===== src/hdl/ukt_ram.sv =====
// Generic simple dual-port RAM: one write port, one read port, registered read.
// No dependencies.
`default_nettype none

module ukt_ram #(
  parameter int WIDTH = 64,
  parameter int DEPTH = 64
) (
  input  wire logic                     clk,
  input  wire logic                     wr_en,
  input  wire logic [$clog2(DEPTH)-1:0] wr_addr,
  input  wire logic [WIDTH-1:0]         wr_data,
  input  wire logic                     rd_en,
  input  wire logic [$clog2(DEPTH)-1:0] rd_addr,
  output logic      [WIDTH-1:0]         rd_data
);

  logic [WIDTH-1:0] mem [DEPTH];

  always_ff @(posedge clk) begin
    if (wr_en) begin
      mem[wr_addr] <= wr_data;
    end
    if (rd_en) begin
      rd_data <= mem[rd_addr];
    end
  end

endmodule

`default_nettype wire


===== config.mk =====
export PLATFORM = sky130hd
export DESIGN_NAME = ukt_ram
export DESIGN_NICKNAME = d
export VERILOG_FILES = /design/src/hdl/ukt_ram.sv
export SDC_FILE = /design/constraint.sdc
export NUM_CORES = 2
export LEC_CHECK = 0
export ABC_AREA = 0
export BUFFER_PORTS_ARGS = -buffer_cell sky130_fd_sc_hd__buf_2
export CORE_MARGIN = 4
export CORE_UTILIZATION = 58
export DETAILED_ROUTE_END_ITERATION = 10
export HOLD_SLACK_MARGIN = 0.06
export PLACE_DENSITY = 0.74
export SLEW_MARGIN = 5
export SYNTH_ARGS = -nofsm -noshare
export SYNTH_HDL_FRONTEND = slang
export SYNTH_SLANG_ARGS = --single-unit

===== constraint.sdc =====
create_clock -name clk -period 7.8 [get_ports clk]
set_input_delay 0 -clock clk [delete_from_list [all_inputs] [get_ports clk]]
set_output_delay 0 -clock clk [all_outputs]
set_load 0.05 [all_outputs]

==> run_results.csv <==
group,metric,value,unit
run_status,outcome,"finished clean",
synthesis,synth.most_common_cell,"edfxtp_1",
worst_setup_path,slowest_delay,0.80,ns
placement,placed_cells,10111,
sta,whs,0.05479,ns
routing,postRouteWirelength,427300,µm
sta,timing.final.crit_share,43.16,%
worst_setup_path,crit_type,"in -> reg",
global_route,grt_pass1_wl,603000,µm
clocking,post_cts_buffers,0,
sta,fmaxAchievable,297.1,MHz
synthesis,synthesis.nets,6677,
die,rows,190,
worst_setup_path,r2r_cells,5,
finish,final_area,175700,µm²
finish,drive_gt1_share,27.28,%
placement,numPortBuffers,142,
synthesis,async_flop_share,0,%
synthesis,synth_enable_flop_cells,4160,
worst_setup_path,crit_family,"buffers and inverters",
placement,dp.final_hpwl,212900,µm
clocking,ctsResizeCount,0,
routing,routed_via_density,7.170,
clocking,h-tree-depth,5,
finish,fillCellCount,16379,
clocking,clk_path_buf_depth,4,
worst_setup_path,cpMaxStageDelayCell,"buf_4",
sta,fin_skew,0.04639,ns
synthesis,yosysTopAreaCell,"edfxtp_1",
finish,stdcell_count,10899,
global_route,grtUsageTotal,30.86,%
worst_setup_path,setup.worst_path.start_class,"primary input",
sta,drv_slew,0,
worst_setup_path,worst-path-buf-inv,4,
die,die_y,528.3,µm
die,core-area,268600,µm²
worst_setup_path,r2r_slack,5.52,ns
synthesis,ys_seq_elements,4160,
hold_path,hp-start,"wr_addr[3]",
synthesis,netlist_top_cells_count,"edfxtp_1 (4,160), mux4_2 (1,024), buf_2 (170)",
synthesis,synth_area,157000,µm²
sta,min_period,3.366,ns
routing,dr_total_vias,78142,
die,start_util,58.44,%
worst_setup_path,crit-reg2reg-launch,"mem[62][8]",
global_route,antenna_found_initial,31,
clocking,clk_pin_slew,0.06,ns
placement,placed_cell_area,162700,µm²
die,io_pins,143,
worst_setup_path,timing.critical_path.fanout_max,31,
global_route,grt_pass1_vias,77729,
power,power.leakage,0.05462,µW
worst_setup_path,cp_common_cell,"buf_4",
synthesis,synth_ff_type,"edfxtp_1",
clocking,cts_sinks,4160,
finish,area_growth,11.95,%
worst_setup_path,cp.required,8.30,ns
sta,layout_setup_ws,4.434,ns
clocking,cts_buffers,393,
hold_path,hold_path_depth,4,
placement,place_ws,4.001,ns
routing,firstDrtPassIters,6,
worst_setup_path,cp-end-kind,"flip-flop",
worst_setup_path,r2r_end,"rd_data[8]",
worst_setup_path,crit_arrival,3.87,ns
synthesis,ys_types,32,
placement,gp_congestion,0.8103,
finish,fin_nets,7106,
worst_setup_path,cp_cell_sequence,"dlygate4sd3_1 -> buf_2 -> nor2b_1 -> nand3_1 -> nor2_4 -> buf_4 -> buf_4",
synthesis,syn_inst,6598,
die,fp.dieArea,279100,µm²
synthesis,synth_area_leaders,"edfxtp_1 (80%), mux4_2 (15%), mux2i_1 (0.86%)",
clocking,tritoncts,"yes",
hold_path,holdPathEnd,"mem[53][44]",
routing,route.detailed.wl_per_inst,39.21,µm
sta,max_slew_margin,13.90,%
synthesis,ys_seq_area_share,79.57,%
sta,finalHoldViolCount,0,
hold_path,hp-class,"in -> reg",
run,cap_violations,0,
global_route,grt-ovfl-total,0,
routing,drc_errors,0,
routing,postRouteAntennaNets,0,
routing,drt_iter0_markers,13457,
die,die_w,528.3,µm
power,powerDensity,258.9,nW/µm²
sta,rsz0062_at_grt,"no",
power,vdd_drop_max,0.2367,mV
synthesis,ys_warn_count,0,
global_route,grt_max_degree,120,
sta,setup_viol,0,
clocking,ctsRootBufferMaster,"clkbuf_16",
synthesis,yosys.area.top_type_share,79.57,%
synthesis,avgSynthCellArea,23.79,µm²
clocking,insertion_delay,0.90,ns
sta,fin_tns_setup,0,ns
sta,worst_pin_slew,1.291,ns
==> worst max-delay path by stage <==
stage / startpoint / end / depth (start not counted)
2_1_floorplan: wr_addr[3] / mem[48][0] / 4
3_3_place_gp: rd_addr[3] / rd_data[51] / 8
3_5_place_dp: rd_addr[3] / rd_data[56] / 8
4_1_cts: wr_addr[1] / mem[27][31] / 7
5_1_grt: wr_addr[1] / mem[27][31] / 7
6_report: wr_addr[1] / mem[27][31] / 7
==> layer usage <==
| layer | track usage (%) | wire (µm) | vias to the layer above |
|---|---|---|---|
| met4 | 12.53 | 20450 | 10 |
| met1 | 43.66 | 146300 | 41273 |
| met5 | 0 | 65 | - |
| met3 | 7.088 | 58520 | 1108 |
| li1 | - | - | 29364 |
| met2 | 47.50 | 202000 | 6387 |
==> tightest hold or removal path: stages <==
cell	delay, ns
buf_2	0.14
nor2b_1	0.08
nand4_1	0.31
nor2_4	0.20
==> cell usage in the layout (no fill, tap or decap), types with 20 or more instances in the layout <==
cell | Yosys | routed
and3_1 | 64 | 64
nor2b_1 | 28 | 24
mux4_2 | 1024 | 1024
dlygate4sd3_1 | 0 | 72
bufinv_16 | 0 | 28
o221ai_1 | 38 | 38
clkbuf_1 | 140 | 77
or3_1 | 29 | 29
buf_2 | 170 | 138
clkinv_1 | 0 | 84
buf_4 | 34 | 162
a41oi_1 | 26 | 26
nor2_1 | 112 | 47
nand2_1 | 58 | 55
a22oi_1 | 168 | 168
clkinv_2 | 0 | 70
clkbuf_16 | 0 | 401
diode_2 | 0 | 20
a211oi_1 | 63 | 63
nand3_1 | 45 | 45
edfxtp_1 | 4160 | 4160
o22ai_1 | 83 | 83
mux2i_1 | 135 | 135
nor2_4 | 0 | 65
a22o_1 | 88 | 88
buf_12 | 0 | 30
or2_2 | 28 | 28
==> cell type report <==
type                       count  area, µm²  area share, %
antenna                       20      50.05        0.02848
inverter                      19      71.32        0.04058
clock buffer                 478      10320          5.874
tap                         3552       4444          2.529
sequential                  4160     124900          71.08
clock inverter               217       1891          1.076
timing repair buffer         404       3258          1.854
multi-input combinational   2049      30790          17.52
==> sequential cells by signal, summed over array words and instances (netlist names) <==
register and cells:
rd_data 64, mem 4096
==> through the flow <==
| stage | power, µW | utilization, % |
|---|---|---|
| floorplan | 26590 | - |
| global placement | 27430 | 60.58 |
| detailed placement | 27490 | 60.58 |
| CTS | 45630 | 65.40 |
| global route | 46780 | 65.41 |
| finish | 45510 | 65.42 |
==> timing repair <==
action / in CTS / in global routing
hold buffers: 72 / 0
endpoints found under the hold margin: 4331 / 0
endpoints found under the setup margin: 0 / 0
==> kinds of logic after synthesis <==
| logic type | Yosys count | share of synthesized area [%] |
|---|---|---|
| flip-flops | 4160 | 79.57 |
| multiplexers | 1159 | 15.55 |
| buffers and inverters | 389 | 1.176 |
| AND/OR/NAND/NOR | 386 | 1.235 |
| AO/OA/AOI/OAI | 504 | 2.467 |
==> where the power goes <==
group / internal [µW] / total (µW) / switching (µW)
Sequential: 24800 / 24900 / 78.9
Clock: 10300 / 18400 / 8100
Combinational: 770 / 2190 / 1420
Total: 35900 / 45500 / 9600
No activity file was read; power rests on OpenSTA's default activity.
