### config.mk
export PLATFORM = sky130hd
export DESIGN_NAME = ukt_ctrl
export DESIGN_NICKNAME = d
export VERILOG_FILES = /design/src/hdl/ukt_pkg.sv /design/src/hdl/ukt_ctrl.sv
export SDC_FILE = /design/constraint.sdc
export NUM_CORES = 1
export LEC_CHECK = 0
export BUFFER_PORTS_ARGS = -buffer_cell sky130_fd_sc_hd__buf_2
export CAP_MARGIN = 20
export CORE_MARGIN = 3
export CORE_UTILIZATION = 49
export DETAILED_ROUTE_END_ITERATION = 8
export MAX_ROUTING_LAYER = met4
export PLACE_DENSITY_LB_ADDON = 0.15
export SYNTH_ARGS = -nofsm -noshare
export SYNTH_HDL_FRONTEND = slang
export SYNTH_SLANG_ARGS = --single-unit
### constraint.sdc
create_clock -name clk -period 6.1 [get_ports clk]
set_clock_uncertainty 0.15 [all_clocks]
set_input_delay 1.22 -clock clk [delete_from_list [all_inputs] [get_ports clk]]
set_output_delay 1.22 -clock clk [all_outputs]
set_load 0.03 [all_outputs]
### src/hdl/ukt_pkg.sv
// Package for the unique-key table: request and result types, command,
// status and sequencer state codes, and fixed field widths.
// No dependencies.
`default_nettype none

package ukt_pkg;

  localparam int KEY_W  = 32;
  localparam int PAY_W  = 32;
  localparam int FIDX_W = 6;
  localparam int ECNT_W = 7;
  localparam int ENTRY_W = KEY_W + PAY_W;

  typedef enum logic [1:0] {
    CMD_LOOKUP  = 2'd0,
    CMD_ADD     = 2'd1,
    CMD_REMOVE  = 2'd2,
    CMD_REPLACE = 2'd3
  } ukt_cmd_t;

  typedef enum logic [1:0] {
    ST_OK        = 2'd0,
    ST_NOT_FOUND = 2'd1,
    ST_DUPLICATE = 2'd2,
    ST_FULL      = 2'd3
  } ukt_status_t;

  typedef enum logic [1:0] {
    S_IDLE  = 2'd0,
    S_SCAN  = 2'd1,
    S_SHIFT = 2'd2,
    S_RESP  = 2'd3
  } ukt_state_t;

  typedef struct packed {
    ukt_cmd_t           command;
    logic [KEY_W-1:0]   key;
    logic [PAY_W-1:0]   payload;
  } ukt_in_t;

  typedef struct packed {
    ukt_status_t        status;
    logic [PAY_W-1:0]   found_payload;
    logic [FIDX_W-1:0]  found_index;
    logic [ECNT_W-1:0]  entry_count;
  } ukt_out_t;

endpackage

`default_nettype wire

### src/hdl/ukt_ctrl.sv
// Sequencer for the unique-key table: linear key scan and compaction shift
// over the entry RAM, plus the entry count. Depends on ukt_pkg.
`default_nettype none

module ukt_ctrl
  import ukt_pkg::*;
#(
  parameter int CAPACITY = 64
) (
  input  wire logic                        clk,
  input  wire logic                        rst_n,
  input  wire logic                        in_valid,
  output logic                             in_ready,
  input  wire ukt_in_t                     in_data,
  output logic                             res_valid,
  input  wire logic                        res_ready,
  output ukt_out_t                         res_data,
  output logic                             ram_wr_en,
  output logic [$clog2(CAPACITY)-1:0]      ram_wr_addr,
  output logic [ENTRY_W-1:0]               ram_wr_data,
  output logic                             ram_rd_en,
  output logic [$clog2(CAPACITY)-1:0]      ram_rd_addr,
  input  wire logic [ENTRY_W-1:0]          ram_rd_data
);

  localparam int IDX_W = $clog2(CAPACITY);
  localparam int CNT_W = $clog2(CAPACITY + 1);
  localparam logic [CNT_W-1:0] CAP_CNT = CNT_W'(CAPACITY);

  ukt_state_t         state_r, state_nxt;
  ukt_cmd_t           cmd_r, cmd_nxt;
  logic [KEY_W-1:0]   key_r, key_nxt;
  logic [PAY_W-1:0]   pay_r, pay_nxt;
  logic [IDX_W-1:0]   idx_r, idx_nxt;
  logic [CNT_W-1:0]   cnt_r, cnt_nxt;
  ukt_status_t        status_r, status_nxt;
  logic [PAY_W-1:0]   fpay_r, fpay_nxt;
  logic [FIDX_W-1:0]  fidx_r, fidx_nxt;

  logic [KEY_W-1:0]        rd_key;
  logic [PAY_W-1:0]        rd_pay;
  logic [CNT_W-1:0]        idx_ext;
  logic [CNT_W-1:0]        next_pos;
  logic [CNT_W-1:0]        shift_next;
  logic [IDX_W+FIDX_W-1:0] idx_wide;
  logic [CNT_W+ECNT_W-1:0] cnt_wide;
  logic                    hit;
  logic                    last;

  assign rd_key     = ram_rd_data[ENTRY_W-1:PAY_W];
  assign rd_pay     = ram_rd_data[PAY_W-1:0];
  assign idx_ext    = CNT_W'(idx_r);
  assign next_pos   = idx_ext + CNT_W'(1);
  assign shift_next = idx_ext + CNT_W'(2);
  assign idx_wide   = (IDX_W + FIDX_W)'(idx_r);
  assign cnt_wide   = (CNT_W + ECNT_W)'(cnt_r);
  assign hit        = (cnt_r != '0) && (rd_key == key_r);
  assign last       = (next_pos >= cnt_r);

  always_ff @(posedge clk) begin
    if (!rst_n) begin
      state_r <= S_IDLE;
      cnt_r   <= '0;
    end else begin
      state_r <= state_nxt;
      cnt_r   <= cnt_nxt;
    end
    cmd_r    <= cmd_nxt;
    key_r    <= key_nxt;
    pay_r    <= pay_nxt;
    idx_r    <= idx_nxt;
    status_r <= status_nxt;
    fpay_r   <= fpay_nxt;
    fidx_r   <= fidx_nxt;
  end

  always_comb begin
    state_nxt   = state_r;
    cmd_nxt     = cmd_r;
    key_nxt     = key_r;
    pay_nxt     = pay_r;
    idx_nxt     = idx_r;
    cnt_nxt     = cnt_r;
    status_nxt  = status_r;
    fpay_nxt    = fpay_r;
    fidx_nxt    = fidx_r;
    in_ready    = 1'b0;
    res_valid   = 1'b0;
    ram_rd_en   = 1'b0;
    ram_rd_addr = '0;
    ram_wr_en   = 1'b0;
    ram_wr_addr = idx_r;
    ram_wr_data = {rd_key, pay_r};

    unique case (state_r)
      S_IDLE: begin
        in_ready = 1'b1;
        if (in_valid) begin
          cmd_nxt    = in_data.command;
          key_nxt    = in_data.key;
          pay_nxt    = in_data.payload;
          idx_nxt    = '0;
          status_nxt = ST_OK;
          fpay_nxt   = '0;
          fidx_nxt   = '0;
          ram_rd_en  = 1'b1;
          state_nxt  = S_SCAN;
        end
      end

      S_SCAN: begin
        // The read of the following entry is always in flight during a scan,
        // so a remove hit can start shifting on the next cycle.
        ram_rd_en   = 1'b1;
        ram_rd_addr = next_pos[IDX_W-1:0];
        if (hit) begin
          fidx_nxt = idx_wide[FIDX_W-1:0];
          unique case (cmd_r)
            CMD_LOOKUP: begin
              fpay_nxt  = rd_pay;
              state_nxt = S_RESP;
            end
            CMD_ADD: begin
              status_nxt = ST_DUPLICATE;
              state_nxt  = S_RESP;
            end
            CMD_REPLACE: begin
              ram_wr_en = 1'b1;
              state_nxt = S_RESP;
            end
            CMD_REMOVE: begin
              if (last) begin
                cnt_nxt   = cnt_r - CNT_W'(1);
                state_nxt = S_RESP;
              end else begin
                state_nxt = S_SHIFT;
              end
            end
            default: state_nxt = S_RESP;
          endcase
        end else if (last) begin
          state_nxt = S_RESP;
          if (cmd_r == CMD_ADD) begin
            if (cnt_r >= CAP_CNT) begin
              status_nxt = ST_FULL;
            end else begin
              ram_wr_en   = 1'b1;
              ram_wr_addr = cnt_r[IDX_W-1:0];
              ram_wr_data = {key_r, pay_r};
              fidx_nxt    = cnt_wide[FIDX_W-1:0];
              cnt_nxt     = cnt_r + CNT_W'(1);
            end
          end else begin
            status_nxt = ST_NOT_FOUND;
          end
        end else begin
          idx_nxt = next_pos[IDX_W-1:0];
        end
      end

      S_SHIFT: begin
        // idx_r is the destination; the read data holds the entry above it.
        ram_wr_en   = 1'b1;
        ram_wr_data = ram_rd_data;
        if (shift_next >= cnt_r) begin
          cnt_nxt   = cnt_r - CNT_W'(1);
          state_nxt = S_RESP;
        end else begin
          ram_rd_en   = 1'b1;
          ram_rd_addr = shift_next[IDX_W-1:0];
          idx_nxt     = next_pos[IDX_W-1:0];
        end
      end

      S_RESP: begin
        res_valid = 1'b1;
        if (res_ready) begin
          state_nxt = S_IDLE;
        end
      end

      default: state_nxt = S_IDLE;
    endcase
  end

  always_comb begin
    res_data.status        = status_r;
    res_data.found_payload = fpay_r;
    res_data.found_index   = fidx_r;
    res_data.entry_count   = cnt_wide[ECNT_W-1:0];
  end

`ifndef SYNTHESIS
  a_cnt_step: assert property (@(posedge clk) disable iff (!rst_n)
    (cnt_r != $past(cnt_r)) |->
      ((cnt_r == $past(cnt_r) + CNT_W'(1)) || (cnt_r + CNT_W'(1) == $past(cnt_r))))
    else $error("entry count moved by more than one");

  a_cnt_only_at_end: assert property (@(posedge clk) disable iff (!rst_n)
    (cnt_r != $past(cnt_r)) |-> (state_r == S_RESP))
    else $error("entry count changed before the result was ready");

  a_no_write_idle: assert property (@(posedge clk) disable iff (!rst_n)
    ram_wr_en |-> ((state_r == S_SCAN) || (state_r == S_SHIFT)))
    else $error("entry RAM written outside scan or shift");

  a_full_means_full: assert property (@(posedge clk) disable iff (!rst_n)
    ((state_r == S_RESP) && (status_r == ST_FULL)) |-> (cnt_r == CAP_CNT))
    else $error("full status reported with room left");
`endif

endmodule

`default_nettype wire

==> results.txt <==
The flow ran to the end, and the final reports show no timing, DRC or antenna violations. The critical path startpoint was idx_r[2]. The worst-path maximum fanout is 32, and the setup slack of the worst register-to-register path is 2.48 ns. The number of diodes added for antenna fixing came out at 0. The logs give 3.60 nW for the leakage power total and 666 for the net count after synthesis.

The logs give 0.287 mV for the largest voltage drop on the vdd net and 0.766 ns for the worst slack at placement. The root buffer cell chosen for the clock tree is sky130_fd_sc_hd__clkbuf_16. The detail route stage leaves a number of antenna-violating nets equal to 0. For this run, asynchronously set or reset flops after synthesis account for 0%. In this run the mean area of a mapped cell was 12.2 um2. TritonCTS built the clock tree. In this run the core area contains 40 standard-cell rows.

Global routing used 26.1% of the available tracks. During synthesis, Yosys emitted a total of 0 warnings. The peak-usage layer in the global routing report is met2.

Measured along the y axis, the die boundary spans 119 um. The met2 track utilization from global routing was 43.8%; the initial antenna violation count was 0. The run gives 5,417 as the via count of the first global-routing pass. Global routing consumed, on the met1 layer, 30.3% of the routing resources.

The worst hold path begins at cnt_r[6]. Measured against its own limit, the worst slew margin works out to 36.6%. The count of cells resized by post-cts repair was 0; the initial detailed-routing violation count was 438. For this design, the CTS-stage hold fixing added 0 buffers. Setup violations remaining at the end of the flow were counted as 0.

For the netlist area before placement, the log shows 6220 um2. Minimum setup slack in the final design: 0.633 ns. In the layout the commonest cells are sky130_fd_sc_hd__buf_2, sky130_fd_sc_hd__edfxtp_1, sky130_fd_sc_hd__a22o_1. The HPWL after detailed placement is 13.4 mm. Cells with a size suffix above 1 make up 39.9% of the layout. Summed over all failing endpoints, the final setup total negative slack is 0 ns. The top-level I/O count is 261.

For the clock latency of the later-clocked register in the worst-skew pair, the log shows 0.42 ns. For this run, design rule violations remaining after detail routing come to 0. Worst endpoint data arrival time: 4.10 ns.

The tools report the placed instance count as 919. The critical path launch point type was a flip-flop. For this block, the via count after detailed routing is 5,343.

The minimum period implied by the final worst setup slack is 5.47 ns. The number of buffers added for setup after CTS came out at 0. The final routed wirelength across all metal layers was 18.0 mm; the global-route congestion overflow total was 0. The total of flip-flops plus latches after synthesis is 121.

Summing the sequential cell areas from Yosys gives 57.0% of the chip area. In this run the power density over the cells is 600 nW/um2. The area growth from synthesis to layout is 33.4%. The global-route met3 utilization is 6.27%, and the port buffer count is 260. The die span in x is 119 um, and the final hold violation count is 0. Starting density of the core: 50.9%. The first global-routing pass estimated 28.0 mm of wire.

Element type at the critical path end: an output pin. Dividing the detail-routed via count by the number of cells gives 5.61. The class of the most critical hold timing path was reg2reg. The tool flagged a number of max-cap violations equal to 0.

The clock net in this run drives a total of 121 sinks. Clock tree synthesis inserted a total of 17 buffers. In the final routed layout, each cell accounts on average for 18.9 um.

The required time of the critical path came out at 4.73 ns. The filler-free cell count of the finished design was 952. Based on the critical path, the design can be clocked at up to 183 MHz. The deepest clock path buffer count is 2.

The startpoint identified for the worst register-to-register timing path is idx_r[2]. Entering global routing, the biggest net connects 46 pins. Setup repair after global routing left no endpoint under its margin. The critical path in this run is classified as reg2out.

After clock tree synthesis, the clock-pin slew on the worst setup and hold paths is 0.06 ns. The first TritonRoute pass finished after 5 iterations. At the pin with the least slew margin, the transition time is 0.944 ns. The floorplan step defined a die boundary enclosing 14,100 um2. The placeable core area is 12,200 um2, and the number of different library cells in the post-synthesis netlist is 53. In this run, synthesis inferred 112 flip-flops with an integrated enable.

The most frequent standard cell in the layout excluding fill and tap cells was sky130_fd_sc_hd__buf_2. The worst path uses 89.6% of the clock period. The final weighted congestion in routability-driven placement is 0.885, and the final number of max-transition violations is 0. The maximum level of the CTS H-tree is 4, and the net count of the finished layout is 927.

After technology mapping, the gate count stands at 510. The prevailing post-synth register cell is sky130_fd_sc_hd__edfxtp_1.
-- path summary, 6_finish.rpt --
kind / cells past startpoint / end
worst min register to register: 2 / cnt_r[6]
worst min-delay path: 2 / cnt_r[6]
worst max register to register: 10 / idx_r[0]
worst max-delay path: 13 / ram_wr_data[62]
-- final cells by class --
type	count	area (um2)
multi-input cells	336	2480
flip-flops and latches	121	3540
repair buffers	270	1390
clock inverters	14	148
well taps	168	210
fillers	970	3920
clock buffers	18	429
inverters	25	93.8
-- cell usage after synthesis, drive strengths merged (2+ instances only) --
library cell,n,share of area [%]
nor2,23,1.4
o21ai,15,1.2
a31o,2,0.28
nand3,14,1.1
nand4,16,1.6
nor2b,4,0.40
xnor2,34,4.8
edfxtp,112,54
dfxtp,9,2.9
xor2,7,0.99
ha,22,4.4
a31oi,3,0.30
and4,3,0.42
buf,6,0.50
nand2,13,0.79
mux2i,6,0.97
nand2b,2,0.20
nor3,7,0.56
a211oi,2,0.24
inv,25,1.5
o21a,7,0.85
a21oi,18,1.4
a22o,64,9.0
mux2,4,0.72
a21o,2,0.24
clkbuf,22,1.3
or3,7,0.70
nor4,3,0.30
and2,36,3.6
or4,3,0.36
-- where the power goes --
group / total, mW / internal, mW / switching [mW]
clock network: 0.977 / 0.601 / 0.376
registers: 1.37 / 1.24 / 0.134
logic: 2.63 / 0.826 / 1.80
-- worst max-delay path: stages (launching register included) --
cell and delay, ns:
sky130_fd_sc_hd__edfxtp_1 0.50, sky130_fd_sc_hd__ha_1 0.29, sky130_fd_sc_hd__nand2_1 0.09, sky130_fd_sc_hd__xor2_1 0.29, sky130_fd_sc_hd__inv_1 0.11, sky130_fd_sc_hd__ha_1 0.20, sky130_fd_sc_hd__or4_1 0.52, sky130_fd_sc_hd__o22ai_1 0.38
sky130_fd_sc_hd__nand2b_1 0.22, sky130_fd_sc_hd__nand2b_1 0.18, sky130_fd_sc_hd__a211o_1 0.14, sky130_fd_sc_hd__buf_4 0.33, sky130_fd_sc_hd__a22o_1 0.22, sky130_fd_sc_hd__buf_2 0.21
-- metal layers --
metal  vias to the layer above  wire (um)
met3                        42       1370
li1                       2473          -
met2                       280       9140
met4                         0        488
met1                      2548       6960
met5                         -          0
-- flip-flops by register name, indices dropped and copies added, names as in the netlist --
register	cells
status_r	2
key_r	32
fidx_r	6
pay_r	32
cnt_r	7
idx_r	6
state_r	2
fpay_r	32
cmd_r	2
-- per-stage QoR --
step	power (mW)	hold slack (ns)	utilization, %	instance area, um2
after floorplan	3.24	0.361	-	6220
after global placement	3.94	0.383	63.0	7700
after detailed placement	3.98	0.393	63.0	7700
after CTS	4.97	0.403	67.7	8270
after global routing	5.24	0.441	67.9	8290
final	4.98	0.405	67.9	8290
-- logic make-up (layout without fill, tap and decap cells) --
kind of cell               Yosys count  count (layout)  share of synthesized area, %
DFF                                121             121                          57.0
muxes                               10              10                          1.69
buffers and inverters               53             327                          3.34
xor gates and xnor gates            41              41                          5.78
adders and majority gates           22              22                          4.43
and+or+nand+nor                    135             135                          12.0
AOI/OAI and AO/OA                  128             128                          15.7
No activity file was read; power rests on OpenSTA's default activity.
